`src/design/ota_st_pkg.sv`:
```
// ----------------------------------------------------------------------------
// ota_st_pkg
// Types and constants for the update-target station table.
// ----------------------------------------------------------------------------
package ota_st_pkg;

	localparam int TABLE_DEPTH = 8;
	localparam int IDX_W       = (TABLE_DEPTH > 1) ? $clog2(TABLE_DEPTH) : 1;
	localparam int MAC_W       = 48;
	localparam int COUNT_W     = 4;
	localparam logic [COUNT_W-1:0] COUNT_MAX   = 4'd15;
	localparam logic [7:0]         STATUS_FAIL = 8'hff;

	typedef enum logic [2:0] {
		OP_SCAN     = 3'd0,
		OP_DATA     = 3'd1,
		OP_SETPARAM = 3'd2,
		OP_CLR_ALL  = 3'd3,
		OP_QUERY    = 3'd4,
		OP_CLR_OFF  = 3'd5,
		OP_OTHER    = 3'd6
	} op_t;

	typedef enum logic [1:0] {
		RES_NONE     = 2'd0,
		RES_RECORDED = 2'd1,
		RES_DATA     = 2'd2,
		RES_CONFIG   = 2'd3
	} res_t;

	typedef enum logic [3:0] {
		ST_IDLE   = 4'b0001,
		ST_READ   = 4'b0010,
		ST_CMP    = 4'b0100,
		ST_FINISH = 4'b1000
	} state_t;

	typedef struct packed {
		logic [MAC_W-1:0] mac;
		logic [15:0]      chip;
		logic [31:0]      version;
		logic [31:0]      svn;
		logic [31:0]      resume_ofs;
	} entry_t;

endpackage

```
`src/design/ota_station_table.sv`:
```
// ----------------------------------------------------------------------------
// ota_station_table
// Station table keyed by MAC: scan reports, chunk acks, offset queries.
// ----------------------------------------------------------------------------
// One request at a time. Entries live in a single-port table memory with a
// registered read; one MAC comparator walks it entry by entry (read, then
// compare), stopping at the first online match. A request that carries a MAC
// goes from accept through a read and a compare per entry up to the match, or
// over all TABLE_DEPTH entries on a miss, then to finish; clear-all and other
// requests go straight from accept to finish. A finished request waits while
// the previous result is still held by the receiver. The next request can be
// taken in the cycle after the result is registered. Online marks are
// flip-flops, so reset and clear-all take effect at once; no clearing pass
// is needed.
module ota_station_table (
	input  logic                        clk,
	input  logic                        arst_n,
	input  logic                        in_valid,
	output logic                        in_ready,
	input  logic [2:0]                  op,
	input  logic [ota_st_pkg::MAC_W-1:0] station_mac,
	input  logic [15:0]                 chip_id,
	input  logic [31:0]                 fw_version,
	input  logic [31:0]                 src_revision,
	input  logic [31:0]                 chunk_offset,
	input  logic [15:0]                 chunk_length,
	input  logic [7:0]                  frame_status,
	output logic                        out_valid,
	input  logic                        out_ready,
	output logic [1:0]                  result_code,
	output logic [31:0]                 next_offset,
	output logic [ota_st_pkg::COUNT_W-1:0] station_count,
	output logic                        station_found
);
	import ota_st_pkg::*;

	// control
	state_t                 state_q;
	logic [IDX_W-1:0]       idx_q;
	logic                   hit_q;
	logic [TABLE_DEPTH-1:0] online_q;
	logic [COUNT_W-1:0]     count_q;
	logic                   out_valid_q;

	// request payload
	op_t              op_q;
	logic [MAC_W-1:0] mac_q;
	logic [15:0]      chip_q;
	logic [31:0]      ver_q;
	logic [31:0]      svn_q;
	logic [31:0]      off_q;
	logic [15:0]      len_q;
	logic [7:0]       status_q;

	// result register
	logic [1:0]         res_code_q;
	logic [31:0]        res_off_q;
	logic [COUNT_W-1:0] res_count_q;
	logic               res_found_q;

	// table memory
	entry_t mem_q [TABLE_DEPTH];
	entry_t rdata_q;

	logic             accept;
	logic             uses_mac;
	logic             finish_go;
	logic             is_match;
	logic             last_idx;
	logic             free_found;
	logic [IDX_W-1:0] free_idx;
	logic             status_ok;

	logic                   wr_en;
	logic [IDX_W-1:0]       wr_addr;
	entry_t                 wr_data;
	logic [1:0]             code_nxt;
	logic [31:0]            off_nxt;
	logic [COUNT_W-1:0]     count_nxt;
	logic [TABLE_DEPTH-1:0] online_nxt;

	assign in_ready  = (state_q == ST_IDLE);
	assign accept    = in_valid && in_ready;
	assign finish_go = (state_q == ST_FINISH) && (!out_valid_q || out_ready);
	assign is_match  = online_q[idx_q] && (rdata_q.mac == mac_q);
	assign last_idx  = (idx_q == IDX_W'(TABLE_DEPTH - 1));
	assign status_ok = (status_q != STATUS_FAIL);

	always_comb begin
		case (op)
			OP_SCAN, OP_DATA, OP_SETPARAM, OP_QUERY, OP_CLR_OFF: uses_mac = 1'b1;
			default: uses_mac = 1'b0;
		endcase
	end

	// lowest offline slot
	always_comb begin
		free_found = 1'b0;
		free_idx   = '0;
		for (int i = TABLE_DEPTH - 1; i >= 0; i--) begin
			if (!online_q[i]) begin
				free_found = 1'b1;
				free_idx   = IDX_W'(i);
			end
		end
	end

	// modify step: rdata_q still holds the matched entry when hit_q is set
	always_comb begin
		wr_en      = 1'b0;
		wr_addr    = idx_q;
		wr_data    = rdata_q;
		code_nxt   = RES_NONE;
		off_nxt    = hit_q ? rdata_q.resume_ofs : 32'd0;
		count_nxt  = count_q;
		online_nxt = online_q;
		case (op_q)
			OP_SCAN: begin
				if (hit_q) begin
					wr_en        = 1'b1;
					wr_data.chip    = chip_q;
					wr_data.version = ver_q;
					wr_data.svn     = svn_q;
					code_nxt     = RES_RECORDED;
				end else if (free_found) begin
					wr_en      = 1'b1;
					wr_addr    = free_idx;
					wr_data    = '{mac: mac_q, chip: chip_q, version: ver_q,
						svn: svn_q, resume_ofs: 32'd0};
					online_nxt[free_idx] = 1'b1;
					if (count_q < COUNT_MAX) begin
						count_nxt = count_q + COUNT_W'(1);
					end
					code_nxt   = RES_RECORDED;
					off_nxt    = 32'd0;
				end
			end
			OP_DATA: begin
				code_nxt = RES_DATA;
				if (hit_q && status_ok) begin
					wr_en              = 1'b1;
					wr_data.resume_ofs = off_q + {16'd0, len_q};
					off_nxt            = off_q + {16'd0, len_q};
				end
			end
			OP_SETPARAM: begin
				if (hit_q && status_ok) begin
					code_nxt = RES_CONFIG;
				end
			end
			OP_CLR_ALL: begin
				online_nxt = '0;
				count_nxt  = '0;
			end
			OP_QUERY: begin
			end
			OP_CLR_OFF: begin
				if (hit_q) begin
					wr_en              = 1'b1;
					wr_data.resume_ofs = 32'd0;
					off_nxt            = 32'd0;
				end
			end
			default: begin
			end
		endcase
	end

	always_ff @(posedge clk or negedge arst_n) begin
		if (!arst_n) begin
			state_q     <= ST_IDLE;
			idx_q       <= '0;
			hit_q       <= 1'b0;
			online_q    <= '0;
			count_q     <= '0;
			out_valid_q <= 1'b0;
		end else begin
			if (finish_go) begin
				out_valid_q <= 1'b1;
			end else if (out_ready) begin
				out_valid_q <= 1'b0;
			end
			case (state_q)
				ST_IDLE: begin
					if (accept) begin
						idx_q   <= '0;
						hit_q   <= 1'b0;
						state_q <= uses_mac ? ST_READ : ST_FINISH;
					end
				end
				ST_READ: begin
					state_q <= ST_CMP;
				end
				ST_CMP: begin
					if (is_match) begin
						hit_q   <= 1'b1;
						state_q <= ST_FINISH;
					end else if (last_idx) begin
						state_q <= ST_FINISH;
					end else begin
						idx_q   <= idx_q + IDX_W'(1);
						state_q <= ST_READ;
					end
				end
				ST_FINISH: begin
					if (finish_go) begin
						online_q <= online_nxt;
						count_q  <= count_nxt;
						state_q  <= ST_IDLE;
					end
				end
				default: begin
					state_q <= ST_IDLE;
				end
			endcase
		end
	end

	always_ff @(posedge clk) begin
		if (accept) begin
			op_q     <= op_t'(op);
			mac_q    <= station_mac;
			chip_q   <= chip_id;
			ver_q    <= fw_version;
			svn_q    <= src_revision;
			off_q    <= chunk_offset;
			len_q    <= chunk_length;
			status_q <= frame_status;
		end
		if (finish_go) begin
			res_code_q  <= code_nxt;
			res_off_q   <= off_nxt;
			res_count_q <= count_nxt;
			res_found_q <= hit_q;
		end
	end

	// table memory: one port, registered read
	always_ff @(posedge clk) begin
		if (finish_go && wr_en) begin
			mem_q[wr_addr] <= wr_data;
		end else if (state_q == ST_READ) begin
			rdata_q <= mem_q[idx_q];
		end
	end

	assign out_valid     = out_valid_q;
	assign result_code   = res_code_q;
	assign next_offset   = res_off_q;
	assign station_count = res_count_q;
	assign station_found = res_found_q;

	// online marks and the count only move together
	assert property (@(posedge clk) disable iff (!arst_n)
		count_q == COUNT_W'($countones(online_q)))
	else $error("station count out of step with online marks");

	assert property (@(posedge clk) disable iff (!arst_n)
		accept |=> state_q != ST_IDLE)
	else $error("accepted request did not start");

	assert property (@(posedge clk) disable iff (!arst_n)
		out_valid_q && (res_code_q == RES_CONFIG) |-> res_found_q)
	else $error("config update reported for unknown station");

	assert property (@(posedge clk) disable iff (!arst_n)
		(state_q == ST_CMP) && is_match |=> hit_q && (state_q == ST_FINISH))
	else $error("match not carried into finish");

	assert property (@(posedge clk) disable iff (!arst_n)
		out_valid_q |-> res_count_q <= COUNT_W'(TABLE_DEPTH))
	else $error("station count beyond table depth");

endmodule

```
`config.mk`:
```
export PLATFORM = sky130hd
export DESIGN_NAME = ota_station_table
export DESIGN_NICKNAME = d
export VERILOG_FILES = /design/src/design/ota_st_pkg.sv /design/src/design/ota_station_table.sv
export SDC_FILE = /design/constraint.sdc
export NUM_CORES = 1
export LEC_CHECK = 0
export BUFFER_PORTS_ARGS = -buffer_cell sky130_fd_sc_hd__buf_2
export CORE_MARGIN = 1
export CORE_UTILIZATION = 57
export CTS_BUF_LIST = sky130_fd_sc_hd__clkbuf_4 sky130_fd_sc_hd__clkbuf_8
export DETAILED_ROUTE_END_ITERATION = 8
export PLACE_DENSITY_LB_ADDON = 0.3
export SLEW_MARGIN = 10
export SYNTH_ARGS = -nofsm -noshare
export SYNTH_HDL_FRONTEND = slang
export SYNTH_SLANG_ARGS = --single-unit
```
`constraint.sdc`:
```
create_clock -name clk -period 8.9 [get_ports clk]
set_input_delay 1.78 -clock clk [delete_from_list [all_inputs] [get_ports clk]]
set_output_delay 1.78 -clock clk [all_outputs]
set_load 0.005 [all_outputs]
```
* After elaboration in Yosys (flattened, before gate mapping)
Memory sizes are Yosys's and may differ from the RTL's. A register that Yosys moved wholly into a read port is not among the register bits.
Index checks and enable logic that the tools add are counted.
** Storage, ports and cells
- Memories :: 1
- Logic and storage cells :: 141
- Flip-flop bits (word level) :: 247
- Bits in writable memories :: 1280
** Cells by class
- Bitwise gates (word level) :: 2
- Muxes and demuxes :: 71
- Add/sub/neg operators :: 3
- Magnitude comparators :: 4
- Eq/ne operators :: 22
- Reductions and logical operators :: 20
** Memories
- mem_q :: words 8, width 160, rd ports 1, clocked after memory_dff 1, wr ports 1, RTL line ota_station_table.sv:62 : entry_t mem_q [TABLE_DEPTH];
** Operators by type and width (count)
- $mux W32 :: 8
- $pmux W32 S3 :: 2
- $mux W160 :: 1
- $mux W128 :: 1
- $mux W80 :: 1
- $eq A48 B48 Y1 :: 1
- $mux W48 :: 1
- $mux W3 :: 14
- $add A32 B16 Y32 :: 1
- $mux W4 :: 8
- $mux W1 :: 23
- $mux W8 :: 2
- $pmux W4 S4 :: 1
- $pmux W8 S2 :: 1
- $eq A3 B3 Y1 const B :: 4
- $ne A2 B2 Y1 const B :: 6
- $eq A3 B2 Y1 const B :: 3
- $lt A3 B4 Y1 const B :: 2
- $ne A8 B8 Y1 const B :: 1
- $or A8 B8 Y8 :: 1
- $pmux W4 S2 :: 1
- $eq A3 B1 Y1 const B :: 2
- $logic_and A1 B1 Y1 :: 6
- $logic_not A3 Y1 :: 2
- 25 further kinds :: 29

* Depth between registers and ports, before layout
Gate-level depths: netlist of the first run.
- Depth after elaboration :: 16
- Depth in mapped cells :: 10
- Mapped depth without buffers :: 9

* Worst setup path after synthesis of the first run
No wires, ideal clock.
- Path kind :: flip-flop to flip-flop
- From :: reg state_q[3]
- To :: reg state_q[3]
- Data arrival time :: 9685 ps
- Cell stages (with the launch flop) :: 5
- Clock period less this slack :: 9767 ps
- Slack :: -867 ps
- Data required time :: 8817 ps
- Setup time :: 83 ps
- Cells stage by stage :: dfrtp_1 nor4b_1 nor3_1 o22a_1 o21ai_0
** On the way
- Longest elaborated chain between the ends :: 4
- Elaborated cells on any way between the ends :: 10
- Classes of those cells :: eq/ne: 6; mux: 1; reduce/logical: 3
** RTL lines
- start, declared :: RTL line ota_station_table.sv:38 : state_t state_q;
- start signal, assigned :: RTL line ota_station_table.sv:188 : state_q <= uses_mac ? ST_READ : ST_FINISH;
- $eq A4 B4 Y1 or $eq A4 B1 Y1 (tied branches) :: RTL line ota_station_table.sv:84, ota_station_table.sv:183, ota_station_table.sv:82
- $logic_and A1 B1 Y1, on equally long branches :: RTL line ota_station_table.sv:84, ota_station_table.sv:83
- $ne A2 B2 Y1 (no source line) or $ne A2 B1 Y1 (tied branches)
- $reduce_and A2 Y1 (no source line)
Several ways; a longest one is shown, not always the timed one.
A chain may end at the register's enable or synchronous reset.

* Final worst setup path of the first run
- From :: reg op_q[2]
- To :: mem mem_q[4][26] in the netlist's numbering (enable)
** On the way
- Longest elaborated chain between the ends :: 5
- Elaborated cells on any way between the ends :: 8
- Classes of those cells :: eq/ne: 2; mux: 4; reduce/logical: 2
** RTL lines
- start, declared :: RTL line ota_station_table.sv:46 : op_t op_q;
- start signal, assigned :: RTL line ota_station_table.sv:221 : op_q <= op_t'(op);
- $eq A3 B3 Y1, or another cell as far along :: RTL line ota_station_table.sv:117 : case (op_q)
- $pmux W1 S3 :: RTL line ota_station_table.sv:117
- $logic_and A1 B1 Y1 :: RTL line ota_station_table.sv:240 : if (finish_go && wr_en) begin
- $mux W1 :: RTL line ota_station_table.sv:240
- $mux W1 (implied by the code) :: RTL line ota_station_table.sv:241 : mem_q[wr_addr] <= wr_data;
- end, declared :: RTL line ota_station_table.sv:62
Several ways; a longest one is shown, not always the timed one.

==> out/summary.txt, run 1 <==
Via/cell ratio - 6.091
Hold path startpoint - rdata_q[16]
Leakage - 13.21 nW
Setup crit end kind - register
Largest net degree at the start of global routing - 63
Worst Path Required - 9.28 ns
Share of layout cells above drive strength 1 - 30.83%
TritonCTS Sinks - 887
DRC viols - 0
Post_cts resized - 0
Initial core utilization - 57.96%
Final Hold Viols - 0
Final net count - 2,293
Final HPWL DP - 41.19 mm
Critical path type - register to register
Cell Chain, Critical Path - nor4_1 > nor2b_4 > buf_4 > o21ai_0 > nand2b_1 > nor3_2 > buf_4
Vias in the first global route - 19,015
Clock Path Buffers - 3
CTS Hold Bufs - 0
Final period utilization - 49.59%
TritonCTS clock tree - yes
Slowest stage cell, crit path - buf_4
Die H - 250.2 um
Mapped Nets - 2,042
Final ANT Viol Nets - 0
H-Tree Depth - 4
Worst hold path class - register to register
RSZ-0062 raised after global routing - false
Drt total wl - 74.08 mm
Worst IR Drop VDD - 0.0001722 V
Dpl ws - 4.371 ns
Synth cell types - 69
Clk_skew - 0.02864 ns
Core Rows - 90
GP Congestion - 0.7973
Top FF cell, synth - edfxtp_1
EDFF count, synth - 866
Drt pass-1 iters - 5
Async set-reset flop share out of synthesis - 2.368%
IO Count - 232
Critical Path AT - 4.80 ns
Reg2reg setup slack - 4.49 ns
Register area share after synthesis - 75.56%
Most common cell after layout, fill and taps aside - edfxtp_1
TritonCTS buffer count - 139
DIE AREA - 0.06260 mm2
Worst-path fanout max - 55
I/O Buffers - 151
CTS root buf - clkbuf_8
Tot GR Track Use - 24.27%
Most frequent cells in the layout - edfxtp_1, nand2_1, mux4_2
Fmax - 0.2266 GHz
Vias - 18,085
DR WL/cell - 24.95 um
Final WS setup - 4.486 ns
CP max stage delay - 0.82 ns
Core Area - 0.06058 mm2
Reg-to-reg startpoint - op_q[2]
Actual slew at the worst max-slew pin - 1.050 ns
Cell Area, Synth - 0.03511 mm2
Max_cap viols - 0
Final setup fails - 0
Clock transition at the registers of the reported paths - 0.06 ns
Critical Path Most Common Cell - buf_4
R2R depth - 7
Initial antenna violation count - 2
Hold Path Cell Cnt - 1
Status - finished, final reports clean
Initial drt markers - 1,863
Top cells by area, synth - edfxtp_1, mux4_2, mux2_2
TNS Setup - 0 ns
Synth warnings - 0
First-pass GRT wire length - 112.0 mm
Aggregate global routing overflow - 0
Worst hold endpoint - next_offset[16]
Relative slew slack - 30.02%
Synth area leader - edfxtp_1
Die width - 250.2 um
Area Growth Syn to Fin - 12.58%
Max-slew violation count - 0
Cells after Synth - 1,831
Synth Register Bits - 887
Worst-Skew Late Latency - 0.78 ns
Power per cell area - 249.6 mW/mm2
Mean Syn Cell Area - 19.18 um2
Crit path launch type - register
Post-CTS setup buffer count - 0
Tmin final - 4.414 ns
FF-to-FF End - mem_q[4][26]
Yosys top cell area share - 74.06%
==> layer usage <==
metal,vias up,global-route usage [%],share of wire [%]
met1,9188,32.94,41
met3,165,5.622,8.0
li1,7869,-,-
met5,-,0,0.018
met2,861,38.73,48
met4,2,9.115,2.7
==> logic make-up (layout without fill, tap and decap cells) <==
| kind of cell | count (synthesis) | after routing | synth area share, % |
|---|---|---|---|
| xor+xnor | 66 | 66 | 1.646 |
| compound gates | 162 | 162 | 3.125 |
| other cells | 0 | 1 | 0 |
| mux | 252 | 252 | 13.25 |
| fa+ha+maj | 20 | 20 | 0.7340 |
| buf+inv | 91 | 446 | 1.062 |
| flops | 887 | 887 | 75.56 |
| simple gates | 353 | 353 | 4.622 |
==> power by group <==
part	internal, W	switching, W	total (W)
Combinational	0.000511	0.000872	0.00138
Sequential	0.00503	0.000171	0.00520
Clock	0.00174	0.00155	0.00329
==> final cells by class <==
class                           instances  area (um2)
Tap cell                              782       978.4
Fill cell                            3996       21050
Clock buffer                          180        2240
Multi-Input combinational cell        853        8283
Timing Repair Buffer                  186        1018
Clock inverter                         65       407.9
Sequential cell                       887       26540
Inverter                               15       58.81
Antenna cell                            1       2.502
==> through the flow <==
stage	std cells	hold slack (ns)	instance area [um2]	utilization [%]	total power [W]
floorplan	1831	0.4196	35120	-	0.006208
global placement	2723	0.5235	36880	60.88	0.006610
detailed placement	2723	0.5393	36880	60.88	0.006671
CTS	2968	0.5526	39530	65.25	0.009945
global route	2968	0.5810	39530	65.25	0.01024
finish	2969	0.5545	39530	65.25	0.009866
==> sequential cells by signal, summed over array words and instances (netlist names), 8 cells and up <==
signal	count
mem_q	640
rdata_q	80
off_q	32
mac_q	48
status_q	8
len_q	16
next_offset	32
online_q	8
==> Yosys cell counts (19+ instances only) <==
library cell	number
o21ai_0	31
xor2_1	55
a21o_1	23
dfrtp_1	20
clkbuf_1	42
ha_1	19
nor4_1	20
mux4_2	162
edfxtp_1	866
nor2_1	36
nand2_1	212
buf_1	19
mux2_2	83
a21oi_1	31
==> worst max path at each step <==
| stage | from | endpoint | slack (ns) |
|---|---|---|---|
| CTS | op_q[2] | mem_q[4][142] | 4.50 |
| detailed placement | out_ready | mem_q[4][142] | 4.37 |
| global placement | out_ready | mem_q[4][147] | 4.45 |
| floorplan | out_ready | mem_q[6][0] | 0.19 |
| global route | op_q[2] | mem_q[4][142] | 4.34 |
| finish | op_q[2] | mem_q[4][26] | 4.49 |
==> critical path: cells and delay by family, from the launching register on <==
kind	cells	cell delay, ns
AO/OA/AOI/OAI	1	0.23
buffers and inverters	2	1.47
flip-flops	1	0.70
AND/OR/NAND/NOR	4	1.56
Power figures use the tool's default switching activity.
==> run 2: changes to the inputs <==
- CORE_UTILIZATION: 57 -> 58
- clock period: 8.9 -> 4.1 ns (I/O delays scaled with it)
==> out/summary.txt, run 2 (synthesis results as in run 1) <==
Status - finished, final reports clean
Final period utilization - 85.40%
Post-route insts no fill - 2,967
Fmax - 0.2856 GHz
Largest net degree at the start of global routing - 123
Die width - 248.1 um
IO Count - 232
Initial drt markers - 1,841
Worst hold path class - primary input to register
Clock transition at the registers of the reported paths - 0.06 ns
Setup crit end kind - register
Final ANT Viol Nets - 0
Critical path type - register to register
Initial antenna violation count - 3
Actual slew at the worst max-slew pin - 0.9291 ns
Worst Path Required - 4.60 ns
Critical Path Most Common Cell - o211ai_2
Post-CTS setup buffer count - 0
Final net count - 2,303
RSZ-0062 raised after global routing - false
Area after DPL - 0.03721 mm2
Max reg flops - 640
Cell Chain, Critical Path - ha_1 > fa_1 > a21o_1 > a221oi_2 > o211ai_2 > o211ai_2 > o31a_1 > o22ai_1 > a21oi_1
Drt pass-1 iters - 5
Multi-input gate area - 0.008367 mm2
Register area - 0.02654 mm2
Final WS setup - 0.5986 ns
Relative slew slack - 37.40%
Die H - 248.1 um
I/O Buffers - 151
Most common cell after layout, fill and taps aside - edfxtp_1
Worst IR Drop VDD - 0.0004736 V
First-pass GRT wire length - 112.4 mm
Core Area - 0.05946 mm2
DIE AREA - 0.06153 mm2
Drt total wl - 74.55 mm
Core Rows - 89
Biggest register - mem_q
Critical Path AT - 4.00 ns
Worst-Skew Late Latency - 0.78 ns
Biggest regs - mem_q x640, rdata_q x80, mac_q x48
Cells after DPL - 2,721
Crit path launch type - register
Most frequent cells in the layout - edfxtp_1, nand2_1, mux4_2
CP max stage delay - 0.61 ns
Final Hold Viols - 0
Via/cell ratio - 6.138
Clock Path Buffers - 3
Max_cap viols - 0
Filler cells - 3,782
TritonCTS buffer count - 141
Slowest stage cell, crit path - o211ai_2
TritonCTS Sinks - 887
Area Growth Syn to Fin - 14.07%
Max-slew violation count - 0
Final setup fails - 0
DR WL/cell - 25.13 um
Tot GR Track Use - 25.13%
Dpl ws - 0.6132 ns
Post_cts resized - 0
Final Cell Area - 0.04005 mm2
Leakage - 13.44 nW
WHS - 0.2154 ns
Tmin final - 3.501 ns
Aggregate global routing overflow - 0
TritonCTS clock tree - yes
Vias - 18,210
Final HPWL DP - 42.04 mm
DRC viols - 0
Power Total - 0.02192 W
Worst-path fanout max - 15
Vias in the first global route - 19,158
Clk_skew - 0.02821 ns
Power per cell area - 547.2 mW/mm2
GP Congestion - 0.8405
Share of layout cells above drive strength 1 - 31.80%
H-Tree Depth - 4
CTS root buf - clkbuf_8
Initial core utilization - 59.05%
==> run 2: cell type report <==
type	count	share of cell area (%)
well taps	773	2.415
clock inverters	52	1.193
diodes	2	0.01249
clock buffers	191	5.845
multi-input cells	853	20.89
inverters	15	0.1499
repair buffers	194	3.230
flip-flops and latches	887	66.27
==> run 2: power breakdown <==
part           switching [W]  internal, W  total, W  leakage (nW)
combinational        0.00193      0.00116   0.00310          3.82
clock                0.00335      0.00421   0.00757          1.47
sequential          0.000349       0.0109    0.0113          8.15
total                0.00564       0.0163    0.0219          13.4
==> run 2: what timing repair did <==
item / in CTS / in global routing
hold endpoints to repair: 20 / 0
endpoints found under the setup margin: 0 / 0
hold buffers: 1 / 0
==> run 2: layer usage <==
| layer | GRT usage, % | wire, um |
|---|---|---|
| met5 | 0 | 10 |
| met4 | 8.499 | 1719 |
| met3 | 4.902 | 5714 |
| met2 | 41.74 | 37260 |
| met1 | 33.64 | 29850 |
==> run 2: worst paths after layout <==
path / from / end / slack [ns] / cells after the start
worst max-delay path: off_q[0] / mem_q[5][30] / 0.60 / 9
worst min-delay path: station_mac[14] / mac_q[14] / 0.22 / 1
worst max register to register: off_q[0] / mem_q[5][30] / 0.60 / 9
worst min register to register: rdata_q[26] / next_offset[26] / 0.57 / 1
max in group asynchronous: arst_n / idx_q[0] / 3.15 / 2
min in group asynchronous: arst_n / out_valid / 0.55 / 2
==> run 2: through the flow <==
stage	setup TNS, ns	util [%]
global placement	0	62.58
detailed placement	0	62.58
global route	0	67.35
floorplan	-4.881	-
CTS	0	67.34
finish	0	67.36
==> run 2: critical path: cells and delay by family, from the launching register on <==
family,cells,cell delay [ns]
AO/OA/AOI/OAI,7,2.19
adder cells (fa/ha/maj),2,0.66
flip-flops,1,0.36
==> run 3: changes to the inputs <==
- RECOVER_POWER: unset -> 50
==> out/summary.txt, run 3 (synthesis results as in run 1) <==
Status - finished, violations left
Failing checks - capacitance limit, slew limit
Relative slew slack - -99.52%
Final net count - 2,303
Final Hold Viols - 0
Initial antenna violation count - 3
Register area - 0.02654 mm2
Max-slew violation count - 298
Via/cell ratio - 6.147
CTS root buf - clkbuf_8
Filler cells - 3,839
I/O Buffers - 151
Post-CTS setup buffer count - 0
Worst Path Required - 4.47 ns
Critical path type - register to register
H-Tree Depth - 4
CP max stage delay - 0.83 ns
DR WL/cell - 25.15 um
Slowest stage cell, crit path - clkbuf_2
Worst Path Buf+Inv - 1
Share of layout cells above drive strength 1 - 28.47%
Critical Path AT - 4.10 ns
Most common cell after layout, fill and taps aside - edfxtp_1
Tmin final - 3.730 ns
Max reg flops - 640
Drt total wl - 74.61 mm
Die H - 248.1 um
Core Area - 0.05946 mm2
Largest net degree at the start of global routing - 123
Clock Path Buffers - 3
DIE AREA - 0.06153 mm2
GP Congestion - 0.8405
TritonCTS buffer count - 141
Final WS setup - 0.3705 ns
Initial drt markers - 1,917
Final HPWL DP - 42.04 mm
R2R depth - 6
Clk_skew - 0.02397 ns
Area Growth Syn to Fin - 13.40%
DRC viols - 0
Hold Path Cell Cnt - 1
Worst-path fanout max - 28
Multi-input gate area - 0.008295 mm2
Vias in the first global route - 19,158
Setup crit end kind - register
Drt pass-1 iters - 5
Core Rows - 89
Worst hold path class - primary input to register
Clock transition at the registers of the reported paths - 0.06 ns
Power per cell area - 549.1 mW/mm2
Most frequent cells in the layout - edfxtp_1, nand2_1, mux4_2
Final period utilization - 90.96%
Tot GR Track Use - 25.13%
Final setup fails - 0
Fmax - 0.2681 GHz
Final ANT Viol Nets - 0
CP top delay family - simple AND/OR/NAND/NOR gates
Worst IR Drop VDD - 0.0004588 V
First-pass GRT wire length - 112.4 mm
Worst hold endpoint - mac_q[14]
Hold path startpoint - station_mac[14]
Die width - 248.1 um
Dpl ws - 0.6132 ns
Reg-to-reg startpoint - op_q[1]
Vias - 18,239
TritonCTS clock tree - yes
Biggest regs - mem_q x640, rdata_q x80, mac_q x48
TritonCTS Sinks - 887
Actual slew at the worst max-slew pin - 2.993 ns
Biggest register - mem_q
RSZ-0062 raised after global routing - false
FF-to-FF End - mem_q[6][138]
Cell Chain, Critical Path - nor4_1 > nor2b_1 > o21ai_0 > nand2b_1 > nor3_1 > clkbuf_2
Reg2reg setup slack - 0.37 ns
Leakage - 13.22 nW
Initial core utilization - 59.05%
Aggregate global routing overflow - 0
Worst-Skew Late Latency - 0.77 ns
Max_cap viols - 4
TNS Setup - 0 ns
IO Count - 232
Crit path launch type - register
==> run 3: cell count changes in the layout (fill, tap and decap cells not counted), moves of 5 or more <==
cell / before / now
clkbuf_1: 0 / 59
clkbuf_2: 0 / 6
buf_4: 25 / 18
buf_2: 151 / 96
buf_12: 17 / 12
==> run 3: how the worst max path moves through the flow <==
stage	start	end	depth (start not counted)
finish	op_q[1]	mem_q[6][138]	6
CTS	state_q[0]	in_ready	2
detailed placement	off_q[0]	mem_q[4][30]	9
floorplan	state_q[0]	mem_q[0][0]	6
global placement	off_q[0]	mem_q[0][30]	9
global route	op_q[1]	mem_q[6][138]	6
==> run 3: layer usage <==
metal / GRT usage [%] / routed length [um] / vias to the layer above
met1: 33.64 / 30120 / 9342
met4: 8.499 / 1799 / 2
li1: - / - / 7886
met2: 41.74 / 37040 / 863
met3: 4.902 / 5643 / 146
met5: 0 / 10 / -
==> run 3: stage by stage <==
| step | cell area, um2 | total power (W) | utilization [%] | std cells | hold WS (ns) |
|---|---|---|---|---|---|
| 6_report | 39820 | 0.02186 | 66.96 | 2967 | 0.2149 |
| 5_1_grt | 39820 | 0.02268 | 66.96 | 2966 | 0.1617 |
| 4_1_cts | 40040 | 0.02206 | 67.34 | 2965 | 0.1496 |
| 3_5_place_dp | 37210 | 0.01453 | 62.58 | 2721 | 0.5467 |
| 3_3_place_gp | 37210 | 0.01438 | 62.58 | 2721 | 0.5295 |
| 2_1_floorplan | 35250 | 0.01348 | - | 1831 | 0.4196 |
==> run 3: report_power, final <==
group          leakage (nW)  internal [W]  total (W)  switching [W]
registers              8.15        0.0109     0.0113       0.000343
clock network          1.47       0.00421    0.00756        0.00335
logic                  3.61       0.00111    0.00304        0.00192
==> run 3: area by class of cell <==
type,count,share of cell area [%]
Antenna cell,2,0.01257
Timing Repair Buffer,194,2.844
Sequential cell,887,66.66
Clock inverter,52,1.200
Tap cell,773,2.429
Multi-Input combinational cell,853,20.83
Inverter,15,0.1445
Clock buffer,191,5.879
==> run 3: timing repair <==
action                                 CTS  global route
endpoints found under the hold margin   20             0
gates resized for setup                  0             0
hold buffers                             1             0
